<file path="src/rlmp_pkg.sv">
// ----------------------------------------------------------------------------
// rlmp_pkg
// Shared types, codes and constants of the run-length map parser.
// ----------------------------------------------------------------------------
package rlmp_pkg;

    // Default largest canvas side that a header may declare
    localparam int SIDE_MAX_DEF = 4096;

    // Configuration register widths
    localparam int SIDE_W = 13;
    localparam int PAL_W  = 8;
    localparam int CFG_W  = 13;
    localparam int CIDX_W = 2;

    // Configuration register indexes
    localparam logic [CIDX_W-1:0] CFG_MAP_WIDTH  = 2'd0;
    localparam logic [CIDX_W-1:0] CFG_MAP_HEIGHT = 2'd1;
    localparam logic [CIDX_W-1:0] CFG_PAL_COUNT  = 2'd2;

    // Reset values of the configuration registers
    localparam logic [SIDE_W-1:0] MAP_WIDTH_RST  = 13'd1;
    localparam logic [SIDE_W-1:0] MAP_HEIGHT_RST = 13'd1;
    localparam logic [PAL_W-1:0]  PAL_COUNT_RST  = 8'd16;

    // Result queue depth
    localparam int RES_DEPTH = 4;
    localparam int RES_PTR_W = $clog2(RES_DEPTH);
    localparam int RES_CNT_W = $clog2(RES_DEPTH + 1);

    // File signature, first byte first
    localparam logic [7:0] MAGIC_BYTES [8] = '{
        8'h50, 8'h57, 8'h52, 8'h4D, 8'h41, 8'h50, 8'h31, 8'h00
    };

    // Result kinds
    localparam logic KIND_RUN    = 1'b0;
    localparam logic KIND_STATUS = 1'b1;

    typedef enum logic [2:0] {
        ST_OK        = 3'd0,
        ST_TRUNCATED = 3'd1,
        ST_BAD_MAGIC = 3'd2,
        ST_MISMATCH  = 3'd3,
        ST_COLOR     = 3'd4,
        ST_OVERFLOW  = 3'd5,
        ST_SHORT     = 3'd6
    } rlmp_status_e;

    typedef enum logic [3:0] {
        PH_MAGIC   = 4'd0,
        PH_WIDTH   = 4'd1,
        PH_HEIGHT  = 4'd2,
        PH_SEQ     = 4'd3,
        PH_PALETTE = 4'd4,
        PH_RUNS    = 4'd5,
        PH_RUNCOL  = 4'd6,
        PH_RUNCNT  = 4'd7,
        PH_DONE    = 4'd8
    } rlmp_phase_e;

    typedef struct packed {
        logic [7:0] data_byte;
        logic       final_byte;
    } rlmp_in_t;

    typedef struct packed {
        logic        kind;
        logic [7:0]  run_color;
        logic [31:0] run_length;
        logic [63:0] loaded_sequence;
        logic [2:0]  status;
        logic        last;
    } rlmp_out_t;

    typedef struct packed {
        logic [SIDE_W-1:0] map_width;
        logic [SIDE_W-1:0] map_height;
        logic [PAL_W-1:0]  pal_count;
    } rlmp_cfg_t;

    // Up to two results made by one byte, in delivery order
    typedef struct packed {
        logic [1:0] count;
        rlmp_out_t  first;
        rlmp_out_t  second;
    } rlmp_push_t;

endpackage

</file>
<file path="src/rlmp_parser.sv">
// ----------------------------------------------------------------------------
// rlmp_parser
// Parse state machine: consumes one registered byte per cycle while the
// result queue has room, and produces up to two results (run and/or status).
// ----------------------------------------------------------------------------
module rlmp_parser import rlmp_pkg::*; #(
    parameter int SIDE_MAX = SIDE_MAX_DEF
) (
    input  logic       aclk,
    input  logic       aresetn,
    input  logic       fire,
    input  rlmp_in_t   beat,
    input  rlmp_cfg_t  cfg,
    output rlmp_push_t push
);

    // Largest side the registers can hold and still pass the side check
    localparam int SideCap = (SIDE_MAX < (1 << SIDE_W) - 1) ? SIDE_MAX : (1 << SIDE_W) - 1;
    localparam int AreaW   = $clog2(SideCap * SideCap + 1);
    localparam logic [16:0] SideMax = 17'(SIDE_MAX);

    rlmp_phase_e            phase_reg, phase_next;
    logic [2:0]             pos_reg, pos_next;
    logic [63:0]            acc_reg, acc_next;
    logic                   mism_reg, mism_next;
    logic [63:0]            seq_reg, seq_next;
    logic [31:0]            runs_reg, runs_next;
    logic [AreaW-1:0]       pixels_reg, pixels_next;
    logic [7:0]             color_reg, color_next;
    logic [AreaW-1:0]       area_reg;

    logic                   width_ok, height_ok;
    logic [2*SIDE_W-1:0]    area_full;
    logic [63:0]            acc_new;
    logic                   field_end;
    logic                   is_short_field;
    logic                   mism_now;
    logic [32:0]            pixel_sum;
    logic [AreaW-1:0]       pixels_add;
    logic                   run_v;
    logic                   st_v;
    rlmp_status_e           st_code;
    rlmp_out_t              run_res, st_res;

    // Side checks and canvas area; the user must change config only while idle, the block does not enforce it
    assign width_ok  = (cfg.map_width != '0)  && ({4'd0, cfg.map_width}  <= SideMax);
    assign height_ok = (cfg.map_height != '0) && ({4'd0, cfg.map_height} <= SideMax);
    assign area_full = cfg.map_width * cfg.map_height;

    always_ff @(posedge aclk) begin
        if (!aresetn) begin
            area_reg <= '0;
        end else begin
            area_reg <= (width_ok && height_ok) ? area_full[AreaW-1:0] : '0;
        end
    end

    // Little-endian field assembly
    assign acc_new = (pos_reg == 3'd0) ? {56'd0, beat.data_byte}
                   : acc_reg | ({56'd0, beat.data_byte} << {pos_reg, 3'b000});
    assign is_short_field = (phase_reg == PH_PALETTE) || (phase_reg == PH_RUNS)
                         || (phase_reg == PH_RUNCNT);
    assign field_end = is_short_field ? (pos_reg == 3'd3) : (pos_reg == 3'd7);
    assign mism_now  = mism_reg || (beat.data_byte != MAGIC_BYTES[pos_reg]);
    assign pixel_sum = 33'(pixels_reg) + {1'b0, acc_new[31:0]};
    assign pixels_add = pixel_sum[AreaW-1:0];

    // State register
    always_ff @(posedge aclk) begin
        if (!aresetn) begin
            phase_reg  <= PH_MAGIC;
            pos_reg    <= '0;
            acc_reg    <= '0;
            mism_reg   <= 1'b0;
            seq_reg    <= '0;
            runs_reg   <= '0;
            pixels_reg <= '0;
            color_reg  <= '0;
        end else if (fire) begin
            phase_reg  <= phase_next;
            pos_reg    <= pos_next;
            acc_reg    <= acc_next;
            mism_reg   <= mism_next;
            seq_reg    <= seq_next;
            runs_reg   <= runs_next;
            pixels_reg <= pixels_next;
            color_reg  <= color_next;
        end
    end

    // Next state and results for the current beat
    always_comb begin
        phase_next  = phase_reg;
        pos_next    = pos_reg;
        acc_next    = acc_reg;
        mism_next   = mism_reg;
        seq_next    = seq_reg;
        runs_next   = runs_reg;
        pixels_next = pixels_reg;
        color_next  = color_reg;
        run_v       = 1'b0;
        st_v        = 1'b0;
        st_code     = ST_OK;

        // Shift the byte into the open field
        if (((phase_reg >= PH_WIDTH) && (phase_reg <= PH_RUNS)) || (phase_reg == PH_RUNCNT)) begin
            acc_next = acc_new;
            pos_next = field_end ? 3'd0 : pos_reg + 3'd1;
        end

        unique case (phase_reg)
            PH_MAGIC: begin
                mism_next = mism_now;
                if (pos_reg == 3'd7) begin
                    pos_next = 3'd0;
                    if (mism_now) begin
                        st_v    = 1'b1;
                        st_code = ST_BAD_MAGIC;
                    end else begin
                        phase_next = PH_WIDTH;
                    end
                end else begin
                    pos_next = pos_reg + 3'd1;
                end
            end
            PH_WIDTH: begin
                if (field_end) begin
                    if (!width_ok || (acc_new != {51'd0, cfg.map_width})) begin
                        mism_next = 1'b1;
                    end
                    phase_next = PH_HEIGHT;
                end
            end
            PH_HEIGHT: begin
                if (field_end) begin
                    if (!height_ok || (acc_new != {51'd0, cfg.map_height})) begin
                        mism_next = 1'b1;
                    end
                    phase_next = PH_SEQ;
                end
            end
            PH_SEQ: begin
                if (field_end) begin
                    seq_next   = acc_new;
                    phase_next = PH_PALETTE;
                end
            end
            PH_PALETTE: begin
                if (field_end) begin
                    if ((cfg.pal_count == '0) || (acc_new != {56'd0, cfg.pal_count})) begin
                        mism_next = 1'b1;
                    end
                    phase_next = PH_RUNS;
                end
            end
            PH_RUNS: begin
                if (field_end) begin
                    runs_next = acc_new[31:0];
                    if (mism_reg) begin
                        st_v    = 1'b1;
                        st_code = ST_MISMATCH;
                    end else if (acc_new[31:0] == '0) begin
                        st_v    = 1'b1;
                        st_code = (pixels_reg == area_reg) ? ST_OK : ST_SHORT;
                    end else begin
                        phase_next = PH_RUNCOL;
                    end
                end
            end
            PH_RUNCOL: begin
                color_next = beat.data_byte;
                pos_next   = 3'd0;
                phase_next = PH_RUNCNT;
            end
            PH_RUNCNT: begin
                if (field_end) begin
                    if (color_reg >= cfg.pal_count) begin
                        st_v    = 1'b1;
                        st_code = ST_COLOR;
                    end else if (pixel_sum > 33'(area_reg)) begin
                        st_v    = 1'b1;
                        st_code = ST_OVERFLOW;
                    end else begin
                        run_v       = 1'b1;
                        pixels_next = pixels_add;
                        runs_next   = runs_reg - 32'd1;
                        if (runs_reg == 32'd1) begin
                            st_v    = 1'b1;
                            st_code = (pixels_add == area_reg) ? ST_OK : ST_SHORT;
                        end else begin
                            phase_next = PH_RUNCOL;
                        end
                    end
                end
            end
            default: begin
                // Decided: drop bytes until the final flag
            end
        endcase

        // Any status other than truncation closes the file
        if (st_v) begin
            phase_next = PH_DONE;
        end

        // Final byte: report truncation if still open, then start over
        if (beat.final_byte) begin
            if (phase_next != PH_DONE) begin
                st_v    = 1'b1;
                st_code = ST_TRUNCATED;
            end
            phase_next  = PH_MAGIC;
            pos_next    = '0;
            acc_next    = '0;
            mism_next   = 1'b0;
            seq_next    = '0;
            runs_next   = '0;
            pixels_next = '0;
            color_next  = '0;
        end
    end

    // Build result records
    always_comb begin
        run_res                 = '0;
        run_res.kind            = KIND_RUN;
        run_res.run_color       = color_reg;
        run_res.run_length      = acc_new[31:0];

        st_res                  = '0;
        st_res.kind             = KIND_STATUS;
        st_res.status           = st_code;
        st_res.loaded_sequence  = (st_code == ST_OK) ? seq_reg : 64'd0;
        st_res.last             = 1'b1;

        push.count  = {1'b0, run_v} + {1'b0, st_v};
        push.first  = run_v ? run_res : st_res;
        push.second = st_res;
    end

endmodule

</file>
<file path="src/rlmp_result_fifo.sv">
// ----------------------------------------------------------------------------
// rlmp_result_fifo
// Small result queue: takes up to two results a cycle, delivers one beat a
// cycle on the result channel while the receiver is ready.
// ----------------------------------------------------------------------------
module rlmp_result_fifo import rlmp_pkg::*; (
    input  logic       aclk,
    input  logic       aresetn,
    input  logic       push_en,
    input  rlmp_push_t push,
    output logic       space_ok,
    output logic       m_valid,
    input  logic       m_ready,
    output rlmp_out_t  m_data
);

    rlmp_out_t              entry_reg [RES_DEPTH];
    logic [RES_PTR_W-1:0]   wr_ptr_reg, rd_ptr_reg;
    logic [RES_CNT_W-1:0]   count_reg, count_next;
    logic [1:0]             push_n;
    logic                   pop;

    assign push_n   = push_en ? push.count : 2'd0;
    assign pop      = m_valid && m_ready;
    assign m_valid  = (count_reg != '0);
    assign m_data   = entry_reg[rd_ptr_reg];
    // Room for the worst case of one beat
    assign space_ok = (count_reg <= RES_CNT_W'(RES_DEPTH - 2));
    assign count_next = count_reg + RES_CNT_W'(push_n) - RES_CNT_W'(pop);

    // Advance pointers and occupancy
    always_ff @(posedge aclk) begin
        if (!aresetn) begin
            wr_ptr_reg <= '0;
            rd_ptr_reg <= '0;
            count_reg  <= '0;
        end else begin
            wr_ptr_reg <= wr_ptr_reg + RES_PTR_W'(push_n);
            rd_ptr_reg <= rd_ptr_reg + RES_PTR_W'(pop);
            count_reg  <= count_next;
        end
    end

    // Store results in order
    always_ff @(posedge aclk) begin
        if (push_n != 2'd0) begin
            entry_reg[wr_ptr_reg] <= push.first;
        end
        if (push_n == 2'd2) begin
            entry_reg[wr_ptr_reg + RES_PTR_W'(1)] <= push.second;
        end
    end

endmodule

</file>
<file path="src/run_length_map_parser_unit.sv">
// ----------------------------------------------------------------------------
// run_length_map_parser_unit
// Checks a run-length pixel-map file arriving one byte per beat.
// ----------------------------------------------------------------------------
// Usage:
//   s_ channel: one file byte per beat, final_byte set on the last byte.
//   m_ channel: run results (kind 0) as each run record completes, then one
//   status result (kind 1, last set) per file. A failed status means the
//   runs already delivered for that file must be dropped by the receiver.
//   cfg port: write map_width, map_height and the palette count while idle.
// Throughput: one byte per cycle. A byte that yields a run and a status needs
//   two output beats; a four-entry result queue absorbs them, so input only
//   slows when the receiver stalls.
// Path: a taken byte is held in the input register, the parse logic decodes
//   it, and its results are written to the result queue, which offers them.
// Reset: parser returns to the magic phase, queue empties, registers take
//   1, 1 and 16. A stalled receiver fills the queue, then s_ready drops.
// ----------------------------------------------------------------------------
module run_length_map_parser_unit import rlmp_pkg::*; #(
    parameter int SIDE_MAX = SIDE_MAX_DEF
) (
    input  logic              aclk,
    input  logic              aresetn,
    input  logic              s_valid,
    output logic              s_ready,
    input  rlmp_in_t          s_data,
    output logic              m_valid,
    input  logic              m_ready,
    output rlmp_out_t         m_data,
    input  logic              cfg_we,
    input  logic [CIDX_W-1:0] cfg_index,
    input  logic [CFG_W-1:0]  cfg_data
);

    rlmp_cfg_t  cfg_reg;
    logic       in_valid_reg;
    rlmp_in_t   in_data_reg;
    logic       space_ok;
    logic       fire;
    rlmp_push_t push;

    // Configuration registers
    always_ff @(posedge aclk) begin
        if (!aresetn) begin
            cfg_reg.map_width  <= MAP_WIDTH_RST;
            cfg_reg.map_height <= MAP_HEIGHT_RST;
            cfg_reg.pal_count  <= PAL_COUNT_RST;
        end else if (cfg_we) begin
            unique case (cfg_index)
                CFG_MAP_WIDTH:  cfg_reg.map_width  <= cfg_data[SIDE_W-1:0];
                CFG_MAP_HEIGHT: cfg_reg.map_height <= cfg_data[SIDE_W-1:0];
                CFG_PAL_COUNT:  cfg_reg.pal_count  <= cfg_data[PAL_W-1:0];
                default: begin
                    // Unused index: drop the write
                end
            endcase
        end
    end

    // Input register: refill whenever it is empty or the held beat is consumed
    assign fire    = in_valid_reg && space_ok;
    assign s_ready = !in_valid_reg || fire;

    always_ff @(posedge aclk) begin
        if (!aresetn) begin
            in_valid_reg <= 1'b0;
        end else if (s_ready) begin
            in_valid_reg <= s_valid;
        end
    end

    always_ff @(posedge aclk) begin
        if (s_ready && s_valid) begin
            in_data_reg <= s_data;
        end
    end

    rlmp_parser #(
        .SIDE_MAX(SIDE_MAX)
    ) u_parser (
        .aclk    (aclk),
        .aresetn (aresetn),
        .fire    (fire),
        .beat    (in_data_reg),
        .cfg     (cfg_reg),
        .push    (push)
    );

    rlmp_result_fifo u_result_fifo (
        .aclk     (aclk),
        .aresetn  (aresetn),
        .push_en  (fire),
        .push     (push),
        .space_ok (space_ok),
        .m_valid  (m_valid),
        .m_ready  (m_ready),
        .m_data   (m_data)
    );

endmodule

</file>
<file path="config.mk">
export PLATFORM = sky130hd
export DESIGN_NAME = run_length_map_parser_unit
export DESIGN_NICKNAME = d
export VERILOG_FILES = /design/src/rlmp_pkg.sv /design/src/rlmp_parser.sv /design/src/rlmp_result_fifo.sv /design/src/run_length_map_parser_unit.sv
export SDC_FILE = /design/constraint.sdc
export NUM_CORES = 2
export LEC_CHECK = 0
export BUFFER_PORTS_ARGS = -buffer_cell sky130_fd_sc_hd__buf_4
export CORE_MARGIN = 2
export CORE_UTILIZATION = 52
export DETAILED_ROUTE_END_ITERATION = 16
export PLACE_DENSITY = 0.69
export SYNTH_ARGS = -nofsm -noshare
export SYNTH_HDL_FRONTEND = slang
export SYNTH_SLANG_ARGS = --single-unit
</file>
<file path="constraint.sdc">
create_clock -name aclk -period 14.49 [get_ports aclk]
set_clock_uncertainty 0.2 [all_clocks]
set_input_delay 1.449 -clock aclk [delete_from_list [all_inputs] [get_ports aclk]]
set_output_delay 1.449 -clock aclk [all_outputs]
set_load 0.02 [all_outputs]
</file>
---- After elaboration in Yosys (flattened, before gate mapping) ----
Memories as Yosys holds them, arrays and structs flattened. A register that Yosys moved wholly into a read port is not among the register bits.
Index checks and enable logic that the tools add are counted.
cells by class
  add/subtract/negate cells ............... 9
  multiply operators ...................... 1
  $lt $le $gt $ge ......................... 8
  equal/unequal tests ..................... 32
  shift operators ......................... 1
  mux-type cells .......................... 89
  bitwise logic cells ..................... 2
  reduce and logical (&&, ||, !) cells .... 47
operator list
  operator                 number
  $mux W64                 7
  $mux W32                 5
  $ne A64 B13 Y1           2
  $mux W25                 5
  $mux W109                1
  $ne A64 B8 Y1            1
  $or A64 B64 Y64          1
  $pmux W32 S2             1
  $shl A8 B6 Y64           1
  $mux W4                  15
  $eq A25 B25 Y1           2
  $mux W3                  16
  $add A25 B32 Y33         1
  $gt A33 B25 Y1           1
  $eq A32 B1 Y1 const B    1
  $logic_not A32 Y1        1
  $mux W8                  4
  $pmux W4 S8              1
  $sub A32 B1 Y32 const B  1
  $mux W1                  27
  $le A13 B13 Y1 const B   2
  $reduce_bool A13 Y1      2
  $mul A13 B13 Y25         1
  $ne A3 B2 Y1 const B     7
  other kinds (45)         83
storage, ports and cells
  bits in registers ....................... 277
  RAM bits ................................ 436
  memory bits (read-only) ................. 64
  input bits .............................. 29
  output and inout bits ................... 111
  word-level logic and storage cells ...... 209
  memories kept ........................... 2
memories
  memory                   words  width  rd ports  clocked after memory_dff  write ports  line                    source
  u_result_fifo.entry_reg  4      109    1         1                         2            rlmp_result_fifo.sv:17  rlmp_out_t entry_reg [RES_DEPTH];
  (no name shown)          8      8      1         0                         0            rlmp_parser.sv:64       assign mism_now = mism_reg || (beat.data_byte != MAGIC_BYTES[pos_reg]);

---- Depth between registers and ports, before layout ----
  depth in word-level cells ............... 18
  mapped depth ............................ 43
  depth with buffers taken out ............ 36

---- By module ----
A second synthesis with hierarchy kept.
second synthesis, totals
  cells, all modules ...................... 3969
  area total of the unflattened synthesis .. 44377.6 sq um
by module, submodules not included
  module                      times used  cells each  area an instance (sq um)
  rlmp_parser                 1           2719        21424.3
  rlmp_result_fifo            1           1105        21326.7
  run_length_map_parser_unit  1           145         1626.6

---- Least setup slack after synthesis ----
No wires, ideal clock.
  path kind ............................... register to register
  start ................................... reg u_parser.pos_reg[0]
  end ..................................... mem u_result_fifo.entry_reg[1][57] (netlist name) (data pin)
  arrival time ............................ 9.962 ns
  slack ................................... 4.177 ns
  stages on the path, launching flop included .. 40
  buffers on the path ..................... 8
  cell sequence ........................... dfxtp_1 > buf_2 > buf_1 > inv_1 > ha_1 > nand2b_1 > buf_2 > clkbuf_1 > buf_1 > clkbuf_1 > o21ai_0 > inv_1 > ha_1 > a21oi_1 > o21ai_0 > and2_1 > or3_1 > a21o_1 > (+4 left out) > nor3_1 > nand2_1 > nor4_1 > o22a_1 > nand3_1 > or4_1 > buf_2 > o32ai_4 > nand2b_1 > ha_1 > mux2_2 > nand2_1 > inv_1 > nand2_1 > inv_2 > clkbuf_1 > nand3_1 > nor2_1
RTL lines
  element                 line                    source
  start, declared         rlmp_parser.sv:23       logic [2:0] pos_reg, pos_next;
  start signal, assigned  rlmp_parser.sv:81       pos_reg <= pos_next;
  end, declared           rlmp_result_fifo.sv:17

==> impl_summary.txt <==
----------------------------------------------------
[Clock tree]
  Resized Gates After CTS ... 0
  Clock latency on the worst-skew pair ... 650 ps
  Worst-case clock buffer depth ... 3
  Clock root buffer ... clkbuf_16
  H-tree level count ... 3
  Clk pin slew, worst setup/hold paths ... 70 ps
  Clock tree from TritonCTS ... done
  Count of hold buffers inserted by post-cts repair ... 0
  Total CTS buffers ... 76
  Number of buffers inserted to repair setup after CTS ... 0
  Total clock sinks ... 709

[Global routing]
  Maximum number of pins on one net before global-route repair ... 134
  Met2 usage ... 44.54%
  Total Routing Usage GR ... 27.87%
  Met3 global-route usage ... 4.533%
  Vias in the first global route ... 29550
  First-pass GRT wire length ... 170.3 mm
  Met1 track demand over resource in global routing ... 38.39%
  GR Overflow Total ... 0
  Most congested layer reported by global routing ... met2
  Number of antenna violations at the first check in global routing ... 0

[Worst setup path]
  Cell depth of the worst flop-to-flop path ... 30
  Required time of the critical path ... 14530 ps
  Crit path largest cell delay ... 910 ps
  Buffers & Inverters on Critical Path ... 4
  Nature of the critical path startpoint ... flop
  Data arrival at the endpoint of the critical path ... 11180 ps
  Highest-delay cell along the critical path ... dfxtp_1
  Capturing element type of the critical path ... flop
  Number of stages on the worst setup path ... 30
  Critical path fanouts, max ... 46
  Path type of the worst setup path ... flop to flop
  Kind of cell adding the most delay to the critical path ... compound AO/OA/AOI/OAI gates
  Most frequent cell on the critical path ... ha_1

[Yosys]
  Syn nets ... 4298
  Unique masters post-synth ... 82
  Cell count after synthesis ... 4006
  Number of synthesized flops with an enable pin ... 277
  Asr flop ratio synth ... 0%
  Top-area cell type share of the netlist area ... 22.10%
  Primary flip-flop cell chosen by synthesis mapping ... dfxtp_1
  Register area share after synthesis ... 43.35%
  Synth area leader ... dfxtp_1
  Count of yosys warnings during synthesis ... 0
  Mapped cell area ... 39140 µm²
  Leading post-synthesis cells by cell area ... dfxtp_1, edfxtp_1, fa_1
  Synth Area per Inst ... 9.770 µm²
  Seq cells post-synth ... 709

[Routing]
  Aggregate routed wire length ... 108.6 mm
  Vias ... 30280
  Initial DRC Count ... 2838
  Via-to-Cell Ratio ... 6.019
  Number of DRC violations after detailed routing ... 0
  Wire length per cell ... 21.59 µm
  Residual antenna-violating net count after detailed routing ... 0
  Drt first pass iters ... 6

[Power and ir drop]
  IR drop worst, VDD ... 80.41 µV
  Static leakage ... 0.01670 µW
  Power density relative to cell area ... 115.8 nW/µm²

[Die]
  Area of the die ... 77480 µm²
  # IOs ... 140
  Width of the die ... 278.4 µm
  Standard-cell rows ... 100
  Placeable core area ... 74450 µm²
  Initial Util ... 52.57%
  Y dimension of the die ... 278.4 µm

[STA]
  Headroom to the max-slew limit ... 19.99%
  Post-route setup TNS ... 0 ps
  Final setup violating endpoints ... 0
  Period minus WS final ... 11140 ps
  Number of pins with negative max-slew slack in the final report ... 0
  Unrepaired setup endpoints after global routing ... false
  Min setup slack post-route ... 3346 ps
  Transition time of the tightest slew-check pin ... 1191 ps
  Final number of hold-violating endpoints ... 0
  Post-route fraction of the period consumed by the critical path ... 76.91%
  Highest clock rate ... 0.08973 GHz
  Final worst hold slack ... 251.2 ps

[Final layout]
  Filler Cells Inserted ... 6436
  Final Core Density ... 58.29%
  Final design instance area without fill ... 43400 µm²
  Largest register FFs ... 432
  Fraction of layout instances using a drive strength above 1 ... 11.47%
  Growth of design area from synthesis to finish ... 10.87%
  Nets@finish ... 4292
  Diode insertion count for antenna repair ... 0

[Placement]
  IO buf count ... 139
  Cell Area, Placed ... 40750 µm²
  Global placer's final weighted congestion ... 0.9408
  Estimated wirelength of the detail-placed design ... 72.07 mm
  Post-place setup slack ... 3731 ps

[Run status]
  Run status ... finished, final reports clean

[Flow run]
  Number of violations of the max-capacitance limit ... 0

[Min path]
  Number of cells on the worst hold path ... 2
  Classification of the worst-slack hold path ... flop to flop

----------------------------------------------------
[routing by layer]
metal	vias up	wire, µm
li1	14030	-
met1	14940	47020
met2	1107	50640
met3	214	7409
met4	0	3556
met5	-	0
[cell families after synthesis]
group | Yosys count | share of synthesized area [%]
AOI/OAI and AO/OA | 694 | 11.52
xor gates and xnor gates | 128 | 2.864
adders and majority gates | 263 | 10.75
buffers and inverters | 509 | 5.204
DFF | 709 | 43.35
muxes | 120 | 6.525
and+or+nand+nor | 1583 | 19.79
[cells in the mapped netlist, types with 68 or more instances]
cell / instances
o21ai_0: 170
ha_1: 141
nor2b_1: 122
mux4_2: 108
nand2_1: 506
a21boi_0: 102
nor2_1: 266
nor3_1: 111
xnor2_1: 76
a22oi_1: 68
a21oi_1: 153
fa_1: 122
nand3_1: 170
and3_1: 138
dfxtp_1: 432
clkbuf_1: 215
edfxtp_1: 277
and2_1: 106
inv_1: 224
[path summary, 6_finish.rpt]
kind	start	end	slack, ps
worst max register to register	u_parser.pos_reg[0]	u_result_fifo.entry_reg[2][53]	3350
worst min register to register	u_result_fifo.entry_reg[3][71]	u_result_fifo.entry_reg[3][71]	250
worst max-delay path	u_parser.pos_reg[0]	u_result_fifo.entry_reg[2][53]	3350
worst min-delay path	u_result_fifo.entry_reg[3][71]	u_result_fifo.entry_reg[3][71]	250
[cell type report]
class / instances / area, µm² / area share [%]
inverter: 227 / 857.1 / 1.975
sequential: 709 / 16970 / 39.11
timing repair buffer: 198 / 1490 / 3.434
clock buffer: 96 / 2048 / 4.720
clock inverter: 44 / 593.1 / 1.367
multi-input combinational: 2788 / 20220 / 46.60
tap: 969 / 1212 / 2.794
[cell usage in the layout (no fill, tap or decap), drive strengths merged, types with 141 or more instances in the layout]
cell type and instances:
ha 141, buf 198, nand2 507, nor2 266, a21oi 153, o21ai 188, inv 230, nand3 170
edfxtp 277, dfxtp 432
[worst register-to-register path: cells and delay by family (launching register included)]
kind / cells / cell delay, ps
xor+xnor: 1 / 180
compound gates: 11 / 3210
flops: 1 / 910
simple gates: 10 / 2930
fa+ha+maj: 4 / 1330
buf+inv: 4 / 1920
[stage by stage]
| stage | power (µW) | std cells |
|---|---|---|
| global route | 5185 | 5031 |
| global placement | 3028 | 4891 |
| floorplan | 2749 | 4006 |
| detailed placement | 3034 | 4891 |
| CTS | 5054 | 5031 |
| finish | 5026 | 5031 |
[power breakdown]
part           switching, µW  internal [µW]
combinational            492            337
sequential              62.6           2100
clock                    841           1200
Note: power is estimated with default switching activity, not from simulation.
